## src/rtl/tstp_pkg.sv

```systemverilog
`timescale 1ns / 1ps
// ----------------------------------------------------------------------------
// tstp_pkg: shared types and constants of the touch swipe/tap pager
// Item and result layouts, the request kinds, register map and reset values.
// ----------------------------------------------------------------------------
package tstp_pkg;

  // number of pages of the looping pager
  localparam int unsigned PageTotal = 6;
  // default depth of the queue between the front and the back part
  localparam int unsigned QueueDepthDefault = 2;

  localparam int unsigned CoordW = 10;
  localparam int unsigned TimeW  = 32;
  localparam int unsigned PageW  = 4;
  localparam int unsigned ReqW   = 3;
  localparam int unsigned InDataW  = 56;  // 10 + 10 + 32, padded to bytes
  localparam int unsigned OutDataW = 16;  // 4 + 5 flags, padded to bytes
  localparam int unsigned CfgAddrW = 3;
  localparam int unsigned CfgDataW = 16;

  // request codes on the input stream
  typedef enum logic [ReqW-1:0] {
    REQ_PRESSED  = 3'd0,
    REQ_MOVING   = 3'd1,
    REQ_RELEASED = 3'd2,
    REQ_LOST     = 3'd3,
    REQ_DONE     = 3'd4
  } tstp_req_e;

  // classified item kinds; release and press lost behave alike
  typedef enum logic [2:0] {
    KIND_NONE,
    KIND_PRESS,
    KIND_MOVE,
    KIND_END,
    KIND_DONE
  } tstp_kind_e;

  // configuration register map
  typedef enum logic [CfgAddrW-1:0] {
    CFG_SWIPE_MIN_TRAVEL = 3'd0,
    CFG_AXIS_RATIO       = 3'd1,
    CFG_TAP_TIME_LIMIT   = 3'd2,
    CFG_TAP_MAX_TRAVEL   = 3'd3,
    CFG_STRICT_PAGE      = 3'd4,
    CFG_PAGER_ENABLED    = 3'd5
  } tstp_cfg_addr_e;

  localparam logic [9:0]  SwipeMinTravelRst = 10'd40;
  localparam logic [3:0]  AxisRatioRst      = 4'd2;
  localparam logic [15:0] TapTimeLimitRst   = 16'd250;
  localparam logic [9:0]  TapMaxTravelRst   = 10'd12;
  localparam logic [3:0]  StrictPageRst     = 4'd0;
  localparam logic        PagerEnabledRst   = 1'b1;

  typedef struct packed {
    logic [9:0]  swipe_min_travel;
    logic [3:0]  axis_ratio;
    logic [15:0] tap_time_limit;
    logic [9:0]  tap_max_travel;
    logic [3:0]  strict_page;
    logic        pager_enabled;
  } tstp_cfg_t;

  typedef struct packed {
    tstp_kind_e        kind;
    logic [CoordW-1:0] touch_x;
    logic [CoordW-1:0] touch_y;
    logic [TimeW-1:0]  time_ms;
  } tstp_item_t;

  typedef struct packed {
    logic              busy_res;
    logic              tap_detected;
    logic              swipe_seen;
    logic              step_forward;
    logic              page_changed;
    logic [PageW-1:0]  page_index;
  } tstp_result_t;

endpackage

```

## src/rtl/tstp_front.sv

```systemverilog
`timescale 1ns / 1ps
// ----------------------------------------------------------------------------
// tstp_front: input stage of the pager
// Accepts stream items, classifies the request code and feeds the queue.
// ----------------------------------------------------------------------------
module tstp_front import tstp_pkg::*; (
  input  logic                clk_i,
  input  logic                rst_ni,
  input  logic                in_valid_i,
  output logic                in_ready_o,
  input  logic [ReqW-1:0]     in_req_i,
  input  logic [InDataW-1:0]  in_data_i,
  output logic                push_o,
  output tstp_item_t          item_o,
  input  logic                full_i
);

  logic       valid_q, valid_d;
  tstp_item_t item_q, item_d;
  tstp_kind_e kind;

  always_comb begin
    case (in_req_i)
      REQ_PRESSED:  kind = KIND_PRESS;
      REQ_MOVING:   kind = KIND_MOVE;
      REQ_RELEASED: kind = KIND_END;
      REQ_LOST:     kind = KIND_END;
      REQ_DONE:     kind = KIND_DONE;
      default:      kind = KIND_NONE;
    endcase
  end

  assign push_o     = valid_q && !full_i;
  assign in_ready_o = !valid_q || !full_i;
  assign item_o     = item_q;

  always_comb begin
    valid_d = valid_q;
    item_d  = item_q;
    if (push_o) begin
      valid_d = 1'b0;
    end
    if (in_valid_i && in_ready_o) begin
      valid_d         = 1'b1;
      item_d.kind     = kind;
      item_d.touch_x  = in_data_i[CoordW-1:0];
      item_d.touch_y  = in_data_i[2*CoordW-1:CoordW];
      item_d.time_ms  = in_data_i[2*CoordW+TimeW-1:2*CoordW];
    end
  end

  always_ff @(posedge clk_i or negedge rst_ni) begin
    if (!rst_ni) begin
      valid_q <= 1'b0;
    end else begin
      valid_q <= valid_d;
    end
  end

  always_ff @(posedge clk_i) begin
    item_q <= item_d;
  end

endmodule

```

## src/rtl/tstp_queue.sv

```systemverilog
`timescale 1ns / 1ps
// ----------------------------------------------------------------------------
// tstp_queue: short item queue between front and back
// Circular buffer; push and pop may happen in the same cycle.
// ----------------------------------------------------------------------------
module tstp_queue import tstp_pkg::*; #(
  parameter int unsigned Depth = QueueDepthDefault
) (
  input  logic       clk_i,
  input  logic       rst_ni,
  input  logic       push_i,
  input  tstp_item_t item_i,
  output logic       full_o,
  input  logic       pop_i,
  output logic       empty_o,
  output tstp_item_t item_o,
  output logic [$clog2(Depth+1)-1:0] count_o
);

  localparam int unsigned PtrW = (Depth > 1) ? $clog2(Depth) : 1;
  localparam int unsigned CntW = $clog2(Depth+1);
  localparam logic [PtrW-1:0] LastPtr = PtrW'(Depth - 1);

  tstp_item_t            mem_q [Depth];
  logic [PtrW-1:0]       wr_ptr_q, wr_ptr_d;
  logic [PtrW-1:0]       rd_ptr_q, rd_ptr_d;
  logic [CntW-1:0]       count_q, count_d;

  assign full_o  = (count_q == CntW'(Depth));
  assign empty_o = (count_q == '0);
  assign item_o  = mem_q[rd_ptr_q];
  assign count_o = count_q;

  always_comb begin
    wr_ptr_d = wr_ptr_q;
    rd_ptr_d = rd_ptr_q;
    count_d  = count_q;
    if (push_i) begin
      wr_ptr_d = (wr_ptr_q == LastPtr) ? '0 : wr_ptr_q + 1'b1;
    end
    if (pop_i) begin
      rd_ptr_d = (rd_ptr_q == LastPtr) ? '0 : rd_ptr_q + 1'b1;
    end
    if (push_i && !pop_i) begin
      count_d = count_q + 1'b1;
    end else if (pop_i && !push_i) begin
      count_d = count_q - 1'b1;
    end
  end

  always_ff @(posedge clk_i or negedge rst_ni) begin
    if (!rst_ni) begin
      wr_ptr_q <= '0;
      rd_ptr_q <= '0;
      count_q  <= '0;
    end else begin
      wr_ptr_q <= wr_ptr_d;
      rd_ptr_q <= rd_ptr_d;
      count_q  <= count_d;
    end
  end

  always_ff @(posedge clk_i) begin
    if (push_i) begin
      mem_q[wr_ptr_q] <= item_i;
    end
  end

endmodule

```

## src/rtl/tstp_back.sv

```systemverilog
`timescale 1ns / 1ps
// ----------------------------------------------------------------------------
// tstp_back: gesture engine and press/swipe/page state of the pager
// Pops one item a cycle unless output stalls; updates state, registers result.
// ----------------------------------------------------------------------------
module tstp_back import tstp_pkg::*; (
  input  logic          clk_i,
  input  logic          rst_ni,
  input  tstp_cfg_t     cfg_i,
  input  logic          empty_i,
  input  tstp_item_t    item_i,
  output logic          pop_o,
  output logic          out_valid_o,
  input  logic          out_ready_i,
  output tstp_result_t  result_o
);

  logic              pressed_q, pressed_d;
  logic              swiped_q, swiped_d;
  logic              busy_q, busy_d;
  logic [PageW-1:0]  page_q, page_d;
  logic [CoordW-1:0] start_x_q, start_y_q;
  logic [TimeW-1:0]  start_time_q;
  logic              out_valid_q, out_valid_d;
  tstp_result_t      result_q, result_d;

  logic              left;
  logic [CoordW-1:0] adx, ady, travel;
  logic              strict;
  logic [CoordW:0]   min_dx;
  logic [4:0]        ratio;
  logic [14:0]       ratio_dy;
  logic [TimeW-1:0]  dur;
  logic              commit;
  logic              tap;
  logic [PageW-1:0]  page_next, page_prev;

  assign pop_o = !empty_i && (!out_valid_q || out_ready_i);

  always_comb begin
    left   = item_i.touch_x < start_x_q;
    adx    = left ? start_x_q - item_i.touch_x : item_i.touch_x - start_x_q;
    ady    = (item_i.touch_y < start_y_q) ? start_y_q - item_i.touch_y
                                          : item_i.touch_y - start_y_q;
    travel = (adx > ady) ? adx : ady;
    strict = (page_q == cfg_i.strict_page);
    // strict bar: 3/2 of the minimum, rounded down, and twice the ratio
    min_dx = strict ? {1'b0, cfg_i.swipe_min_travel} + {2'b0, cfg_i.swipe_min_travel[9:1]}
                    : {1'b0, cfg_i.swipe_min_travel};
    ratio  = strict ? {cfg_i.axis_ratio, 1'b0} : {1'b0, cfg_i.axis_ratio};
    ratio_dy = ratio * ady;
    dur    = item_i.time_ms - start_time_q;
    commit = (item_i.kind == KIND_MOVE) && pressed_q && !swiped_q && !busy_q
             && ({1'b0, adx} >= min_dx) && ({5'b0, adx} > ratio_dy);
    tap    = (item_i.kind == KIND_END) && pressed_q && !swiped_q
             && (dur <= {16'b0, cfg_i.tap_time_limit}) && (travel <= cfg_i.tap_max_travel);
    page_next = (page_q == PageW'(PageTotal - 1)) ? '0 : page_q + 1'b1;
    page_prev = (page_q == '0) ? PageW'(PageTotal - 1) : page_q - 1'b1;
  end

  always_comb begin
    pressed_d   = pressed_q;
    swiped_d    = swiped_q;
    busy_d      = busy_q;
    page_d      = page_q;
    out_valid_d = out_valid_q;
    result_d    = result_q;
    if (out_valid_q && out_ready_i) begin
      out_valid_d = 1'b0;
    end
    if (pop_o) begin
      result_d.page_changed = 1'b0;
      result_d.step_forward = 1'b0;
      case (item_i.kind)
        KIND_PRESS: begin
          pressed_d = 1'b1;
          swiped_d  = 1'b0;
        end
        KIND_DONE: begin
          busy_d = 1'b0;
        end
        KIND_MOVE: begin
          if (commit) begin
            swiped_d = 1'b1;
            if (cfg_i.pager_enabled) begin
              page_d = left ? page_next : page_prev;
              busy_d = 1'b1;
              result_d.page_changed = 1'b1;
              result_d.step_forward = left;
            end
          end
        end
        KIND_END: begin
          pressed_d = 1'b0;
        end
        default: begin
        end
      endcase
      out_valid_d           = 1'b1;
      result_d.page_index   = page_d;
      result_d.swipe_seen   = swiped_d;
      result_d.tap_detected = tap;
      result_d.busy_res     = busy_d;
    end
  end

  always_ff @(posedge clk_i or negedge rst_ni) begin
    if (!rst_ni) begin
      pressed_q   <= 1'b0;
      swiped_q    <= 1'b0;
      busy_q      <= 1'b0;
      page_q      <= '0;
      out_valid_q <= 1'b0;
    end else begin
      pressed_q   <= pressed_d;
      swiped_q    <= swiped_d;
      busy_q      <= busy_d;
      page_q      <= page_d;
      out_valid_q <= out_valid_d;
    end
  end

  always_ff @(posedge clk_i) begin
    result_q <= result_d;
    if (pop_o && item_i.kind == KIND_PRESS) begin
      start_x_q    <= item_i.touch_x;
      start_y_q    <= item_i.touch_y;
      start_time_q <= item_i.time_ms;
    end
  end

  assign out_valid_o = out_valid_q;
  assign result_o    = result_q;

endmodule

```

## src/rtl/touch_swipe_tap_pager.sv

```systemverilog
`timescale 1ns / 1ps
// ----------------------------------------------------------------------------
// touch_swipe_tap_pager: touch gesture detector driving a looping pager
// Classifies press/move/release events into swipes and taps, keeps the page.
// ----------------------------------------------------------------------------
// Every input item (press, move, release, press lost, transition done, or an
// unknown code) gives exactly one result item with the page index after the
// event, a page-step flag and its direction, the swipe flag of the current or
// last press, a tap flag and the busy flag. The block sustains one item per
// clock while the result stream does not stall; an accepted item passes the
// front register, a queue write and the result register before its result
// is valid. The front part registers and classifies the request code, a
// short queue decouples it from the back part, which holds all gesture state
// and evaluates one item per cycle; while a result waits on a stalled
// downstream side the back part holds, and the front keeps accepting items
// as long as the queue has room. A swipe is committed on a move when
// horizontal travel reaches the minimum and exceeds the ratio times vertical
// travel; on the strict page the minimum is 3/2 of the setting and the ratio
// doubled. Configuration writes are always taken (cfg_ready_o stays high)
// and must only be issued while the block is idle; indexes six and seven are
// ignored.
// ----------------------------------------------------------------------------
module touch_swipe_tap_pager import tstp_pkg::*; #(
  parameter int unsigned QueueDepth = QueueDepthDefault
) (
  input  logic                clk_i,
  input  logic                rst_ni,
  // input stream
  input  logic                s_axis_tvalid,
  output logic                s_axis_tready,
  input  logic [InDataW-1:0]  s_axis_tdata,   // touch_x, touch_y, time_ms, pad
  input  logic [ReqW-1:0]     s_axis_tuser,   // req_type
  // result stream
  output logic                m_axis_tvalid,
  input  logic                m_axis_tready,
  // page_index, page_changed, step_forward, swipe_seen, tap_detected,
  // busy_res, pad
  output logic [OutDataW-1:0] m_axis_tdata,
  // configuration write channel
  input  logic                cfg_valid_i,
  output logic                cfg_ready_o,
  input  logic [CfgAddrW-1:0] cfg_addr_i,
  input  logic [CfgDataW-1:0] cfg_data_i
);

  tstp_cfg_t    cfg_q, cfg_d;
  logic         push;
  tstp_item_t   front_item;
  tstp_item_t   queue_item;
  logic         queue_full;
  logic         queue_empty;
  logic         pop;
  logic [$clog2(QueueDepth+1)-1:0] queue_count;
  tstp_result_t result;

  // ---------------- configuration registers ----------------
  assign cfg_ready_o = 1'b1;

  always_comb begin
    cfg_d = cfg_q;
    if (cfg_valid_i) begin
      case (tstp_cfg_addr_e'(cfg_addr_i))
        CFG_SWIPE_MIN_TRAVEL: cfg_d.swipe_min_travel = cfg_data_i[9:0];
        CFG_AXIS_RATIO:       cfg_d.axis_ratio       = cfg_data_i[3:0];
        CFG_TAP_TIME_LIMIT:   cfg_d.tap_time_limit   = cfg_data_i;
        CFG_TAP_MAX_TRAVEL:   cfg_d.tap_max_travel   = cfg_data_i[9:0];
        CFG_STRICT_PAGE:      cfg_d.strict_page      = cfg_data_i[3:0];
        CFG_PAGER_ENABLED:    cfg_d.pager_enabled    = cfg_data_i[0];
        default: begin
        end
      endcase
    end
  end

  always_ff @(posedge clk_i or negedge rst_ni) begin
    if (!rst_ni) begin
      cfg_q.swipe_min_travel <= SwipeMinTravelRst;
      cfg_q.axis_ratio       <= AxisRatioRst;
      cfg_q.tap_time_limit   <= TapTimeLimitRst;
      cfg_q.tap_max_travel   <= TapMaxTravelRst;
      cfg_q.strict_page      <= StrictPageRst;
      cfg_q.pager_enabled    <= PagerEnabledRst;
    end else begin
      cfg_q <= cfg_d;
    end
  end

  // ---------------- front: accept and classify ----------------
  tstp_front u_front (
    .clk_i      (clk_i),
    .rst_ni     (rst_ni),
    .in_valid_i (s_axis_tvalid),
    .in_ready_o (s_axis_tready),
    .in_req_i   (s_axis_tuser),
    .in_data_i  (s_axis_tdata),
    .push_o     (push),
    .item_o     (front_item),
    .full_i     (queue_full)
  );

  // ---------------- decoupling queue ----------------
  tstp_queue #(
    .Depth (QueueDepth)
  ) u_queue (
    .clk_i   (clk_i),
    .rst_ni  (rst_ni),
    .push_i  (push),
    .item_i  (front_item),
    .full_o  (queue_full),
    .pop_i   (pop),
    .empty_o (queue_empty),
    .item_o  (queue_item),
    .count_o (queue_count)
  );

  // ---------------- back: gesture engine and page state ----------------
  tstp_back u_back (
    .clk_i       (clk_i),
    .rst_ni      (rst_ni),
    .cfg_i       (cfg_q),
    .empty_i     (queue_empty),
    .item_i      (queue_item),
    .pop_o       (pop),
    .out_valid_o (m_axis_tvalid),
    .out_ready_i (m_axis_tready),
    .result_o    (result)
  );

  // result packing, page index in the lowest bits
  assign m_axis_tdata = {{(OutDataW - $bits(tstp_result_t)){1'b0}}, result};

  // ---------------- checks ----------------
  // a page step always sets busy and the swipe flag
  assert property (@(posedge clk_i) disable iff (!rst_ni)
    m_axis_tvalid && result.page_changed |-> result.busy_res && result.swipe_seen)
    else $error("page step without busy or swipe flag");

  // a forward direction is only reported with a page step
  assert property (@(posedge clk_i) disable iff (!rst_ni)
    m_axis_tvalid && result.step_forward |-> result.page_changed)
    else $error("step direction without page step");

  // a tap never follows a committed swipe
  assert property (@(posedge clk_i) disable iff (!rst_ni)
    m_axis_tvalid && result.tap_detected |-> !result.swipe_seen)
    else $error("tap reported after a swipe");

  // the page index stays inside the page range
  assert property (@(posedge clk_i) disable iff (!rst_ni)
    m_axis_tvalid |-> result.page_index <= PageW'(PageTotal - 1))
    else $error("page index out of range");

  // the queue is never popped empty nor pushed full without a pop
  assert property (@(posedge clk_i) disable iff (!rst_ni)
    !(pop && queue_count == '0) && !(push && queue_full && !pop))
    else $error("queue overrun or underrun");

endmodule
```

## config.mk

```make
export PLATFORM = sky130hd
export DESIGN_NAME = touch_swipe_tap_pager
export DESIGN_NICKNAME = d
export VERILOG_FILES = /design/src/rtl/tstp_pkg.sv /design/src/rtl/tstp_front.sv /design/src/rtl/tstp_queue.sv /design/src/rtl/tstp_back.sv /design/src/rtl/touch_swipe_tap_pager.sv
export SDC_FILE = /design/constraint.sdc
export NUM_CORES = 1
export LEC_CHECK = 0
export BUFFER_PORTS_ARGS = -buffer_cell sky130_fd_sc_hd__buf_2
export CAP_MARGIN = 20
export CORE_MARGIN = 5
export CORE_UTILIZATION = 45
export CTS_CLUSTER_DIAMETER = 40
export DETAILED_ROUTE_END_ITERATION = 7
export SLEW_MARGIN = 20
export SYNTH_ARGS = -nofsm -noshare
export SYNTH_HDL_FRONTEND = slang
export SYNTH_SLANG_ARGS = --single-unit
```

## constraint.sdc

```tcl
create_clock -name clk_i -period 10.4 [get_ports clk_i]
set_clock_uncertainty 0.1 [all_clocks]
set_input_delay 2.08 -clock clk_i [delete_from_list [all_inputs] [get_ports clk_i]]
set_output_delay 2.08 -clock clk_i [all_outputs]
set_load 0.01 [all_outputs]
```

==> out/summary.txt <==
TIMING
--------------------------------------------------------------------------------------------------------
Worst slew margin .........................................................................        31.2%
Final setup fails .........................................................................            0
Transition time at the pin with the least slew margin .....................................      1.00 ns
Period minus WS final .....................................................................      9.67 ns
Total Neg Setup Slack .....................................................................         0 ns
Share of the clock period used by the worst path after layout .............................        93.0%
Setup repair after global routing missed its margin .......................................           no
Highest clock rate ........................................................................      103 MHz
Final Hold Violating Endpoints ............................................................            0
Slew Viols, Final .........................................................................            0

CLOCK NETWORK
--------------------------------------------------------------------------------------------------------
Root Buffer ...............................................................................    clkbuf_16
Hold buffer count at cts ..................................................................            0
CTS H-tree lvls ...........................................................................            2
Later-pin clock latency in the skew report ................................................      0.56 ns
Sinks on the clock net ....................................................................          284
Clock tree from TritonCTS .................................................................          yes
CTS Buffer Depth ..........................................................................            3
Num CTS Buffers ...........................................................................           44
Post-CTS clock slew at the launch and capture registers of the worst setup and hold paths .      0.06 ns

YOSYS
--------------------------------------------------------------------------------------------------------
#FFs+latches synth ........................................................................          284
YS warnings ...............................................................................            0
Dominant register cell in the synthesized netlist .........................................     edfxtp_1
Number of standard cells after synthesis ..................................................         1512
Async S/R FF share, synth .................................................................        20.4%
Number of enable-type register cells in the synthesized netlist ...........................          226
Synth cell types ..........................................................................           78
Post-synthesis instance area ..............................................................   0.0172 mm2
Register area share after synthesis .......................................................        48.1%
Synthesized area divided by synthesized cell count ........................................     11.3 um2

DRT
--------------------------------------------------------------------------------------------------------
Routed vias ...............................................................................        11511
Antenna-violating nets left ...............................................................            0
Routed vias/inst ..........................................................................         5.29
Average wire length per cell after detail routing .........................................      17.2 um
Drc violations ............................................................................            0
First-iteration detailed-routing DRC count ................................................          595
Post-detailed-routing wire length .........................................................     37400 um
First-pass iteration count of the detailed router .........................................            6

GRT
--------------------------------------------------------------------------------------------------------
Met2 routing resource usage after global routing ..........................................        28.3%
Layer carrying the most global-route usage ................................................         met2
Global routing usage on met1 ..............................................................        25.4%
Largest net degree at the start of global routing .........................................           59
Total global routing overflow .............................................................            0
Total Routing Usage GR ....................................................................        18.0%
Number of antenna violations at the first check in global routing .........................            0
Vias in the first global route ............................................................        11831
Global-route wire length before repair ....................................................     60700 um
Met3 layer usage reported by global route .................................................        3.59%

PLACED DESIGN
--------------------------------------------------------------------------------------------------------
Buffers on Ports ..........................................................................           89
HPWL Detailed .............................................................................     27700 um
Gpl congestion ............................................................................        0.902

WORST SETUP PATH
--------------------------------------------------------------------------------------------------------
Worst path most repeated cell .............................................................         fa_1
Cell type of the slowest stage on the worst timing path ...................................         fa_1
Top fanout value on the critical path .....................................................           11
Biggest cell delay along the critical path ................................................      0.55 ns
Signal arrival time at the worst endpoint .................................................     10.03 ns
Worst Path Required .......................................................................     10.75 ns
Worst Setup Start Kind ....................................................................    flip-flop
CP Class .................................................................................. flip-flop to flip-flop
Capturing element type of the critical path ...............................................    flip-flop

LAYOUT
--------------------------------------------------------------------------------------------------------
Sequential cell area ......................................................................  0.00825 mm2
Filler cells ..............................................................................         3335
Commonest non-fill, non-tap cell in the layout ............................................     edfxtp_1
Layout cells sized above 1 ................................................................        17.8%
Commonest cells after routing, fill and taps aside ........................................ edfxtp_1, inv_1, ha_1
Diodes inserted ...........................................................................            0
Nets ......................................................................................         1901
Area of the multi-input gates .............................................................  0.00817 mm2
Syn-to-layout area delta ..................................................................        15.5%

HOLD PATH
--------------------------------------------------------------------------------------------------------
Class of the tightest hold or removal check ............................................... flip-flop to flip-flop

FLOORPLAN
--------------------------------------------------------------------------------------------------------
Width of the die ..........................................................................       205 um
Number of placement rows ..................................................................           71
Effective utilization at floorplan ........................................................        45.5%
Chip height ...............................................................................       205 um
Core area .................................................................................   0.0377 mm2
IO Pins ...................................................................................          102
Area of the die ...........................................................................   0.0421 mm2

RUN
--------------------------------------------------------------------------------------------------------
Number of violations of the max-capacitance limit .........................................            0

OUTCOME
--------------------------------------------------------------------------------------------------------
Result of the run ......................................................................... complete, no violations

## through the flow
step	setup WS, ns	instance area, um2	utilization [%]	instances	hold slack [ns]
floorplan	1.16	17200	-	1518	0.321
global placement	0.818	18200	48.4	2094	0.323
detailed placement	0.745	18300	48.5	2094	0.331
CTS	0.636	19800	52.5	2176	0.333
global route	0.194	19800	52.6	2176	0.350
finish	0.726	19800	52.6	2176	0.331
## worst max-delay path: cells and delay by family (launching register included)
kind | cells | cell delay [ns]
simple gates | 6 | 1.99
compound gates | 13 | 3.13
flops | 1 | 0.50
mux | 2 | 0.70
buf+inv | 3 | 0.27
fa+ha+maj | 7 | 2.70
xor+xnor | 2 | 0.17
## final timing paths
path / startpoint / end / slack, ns / depth (start not counted)
worst max-delay path: u_queue.rd_ptr_q / u_back.page_q[3] / 0.73 / 33
worst min register to register: u_front.item_o[10] / u_queue.mem_q[0][10] / 0.33 / 0
max in group asynchronous: rst_ni / u_queue.rd_ptr_q / 8.01 / 2
worst min-delay path: u_front.item_o[10] / u_queue.mem_q[0][10] / 0.33 / 0
min in group asynchronous: rst_ni / cfg_q[35] / 1.58 / 2
worst max register to register: u_queue.rd_ptr_q / u_back.page_q[3] / 0.73 / 33
## registers in the layout, summed over array words and instances, names as in the netlist, 4 cells and up
register	flops
u_back.start_y_q	10
u_back.start_x_q	10
u_back.page_q	4
u_back.result_o	9
u_front.item_o	55
u_queue.mem_q	110
cfg_q	45
u_back.start_time_q	32
## final cells by class
cell class / instances / share of cell area (%)
clock buffers: 53 / 5.94
repair buffers: 108 / 2.97
multi-input cells: 1023 / 41.2
well taps: 511 / 3.23
inverters: 168 / 3.18
flip-flops and latches: 284 / 41.7
clock inverters: 29 / 1.80
## synthesized netlist by cell type, drive strengths merged (7+ instances only)
| cell type | instances | area share [%] |
|---|---|---|
| edfxtp | 226 | 40 |
| inv | 168 | 3.7 |
| ha | 159 | 12 |
| nor2 | 106 | 2.3 |
| a21oi | 88 | 2.6 |
| nand2 | 78 | 1.7 |
| mux2 | 71 | 4.7 |
| o21ai | 68 | 2.0 |
| mux2i | 50 | 2.9 |
| dfrtp | 46 | 6.7 |
| xnor2 | 34 | 1.7 |
| clkbuf | 32 | 0.70 |
| fa | 30 | 3.5 |
| a21o | 26 | 1.1 |
| xor2 | 26 | 1.3 |
| nand2b | 21 | 0.77 |
| or2 | 21 | 0.77 |
| nand3 | 20 | 0.58 |
| a211oi | 17 | 0.74 |
| nor3 | 17 | 0.50 |
| a31oi | 15 | 0.55 |
| o21a | 15 | 0.66 |
| nand4 | 13 | 0.47 |
| dfstp | 12 | 1.8 |
| nor2b | 12 | 0.44 |
| buf | 11 | 0.47 |
| o211ai | 9 | 0.39 |
| and2 | 8 | 0.29 |
| a211o | 7 | 0.36 |
| and3 | 7 | 0.26 |
| nor4 | 7 | 0.29 |
| o31ai | 7 | 0.31 |
## per-layer routing
metal	vias to the layer above	routed length [um]
li1	5696	-
met1	5526	18000
met2	230	16700
met3	59	1770
met4	0	919
met5	-	0
## timing repair
item	4_1_cts	5_1_grt
setup endpoints to repair	0	1
buffers inserted	0	0
resized for setup	0	2
## cells by family (layout without fill, tap and decap cells)
| family | count (synthesis) | after routing | synth area share, % |
|---|---|---|---|
| and+or+nand+nor | 334 | 334 | 9.48 |
| AOI/OAI and AO/OA | 311 | 311 | 11.8 |
| DFF | 284 | 284 | 48.1 |
| buffers and inverters | 211 | 358 | 4.84 |
| adders and majority gates | 189 | 189 | 15.1 |
| muxes | 121 | 121 | 7.58 |
| xor gates and xnor gates | 60 | 60 | 3.06 |
| other | 2 | 8 | 0.0438 |
Power is not shown: default switching activity piles up to over one toggle a cycle in this logic, so the estimate is an artifact.
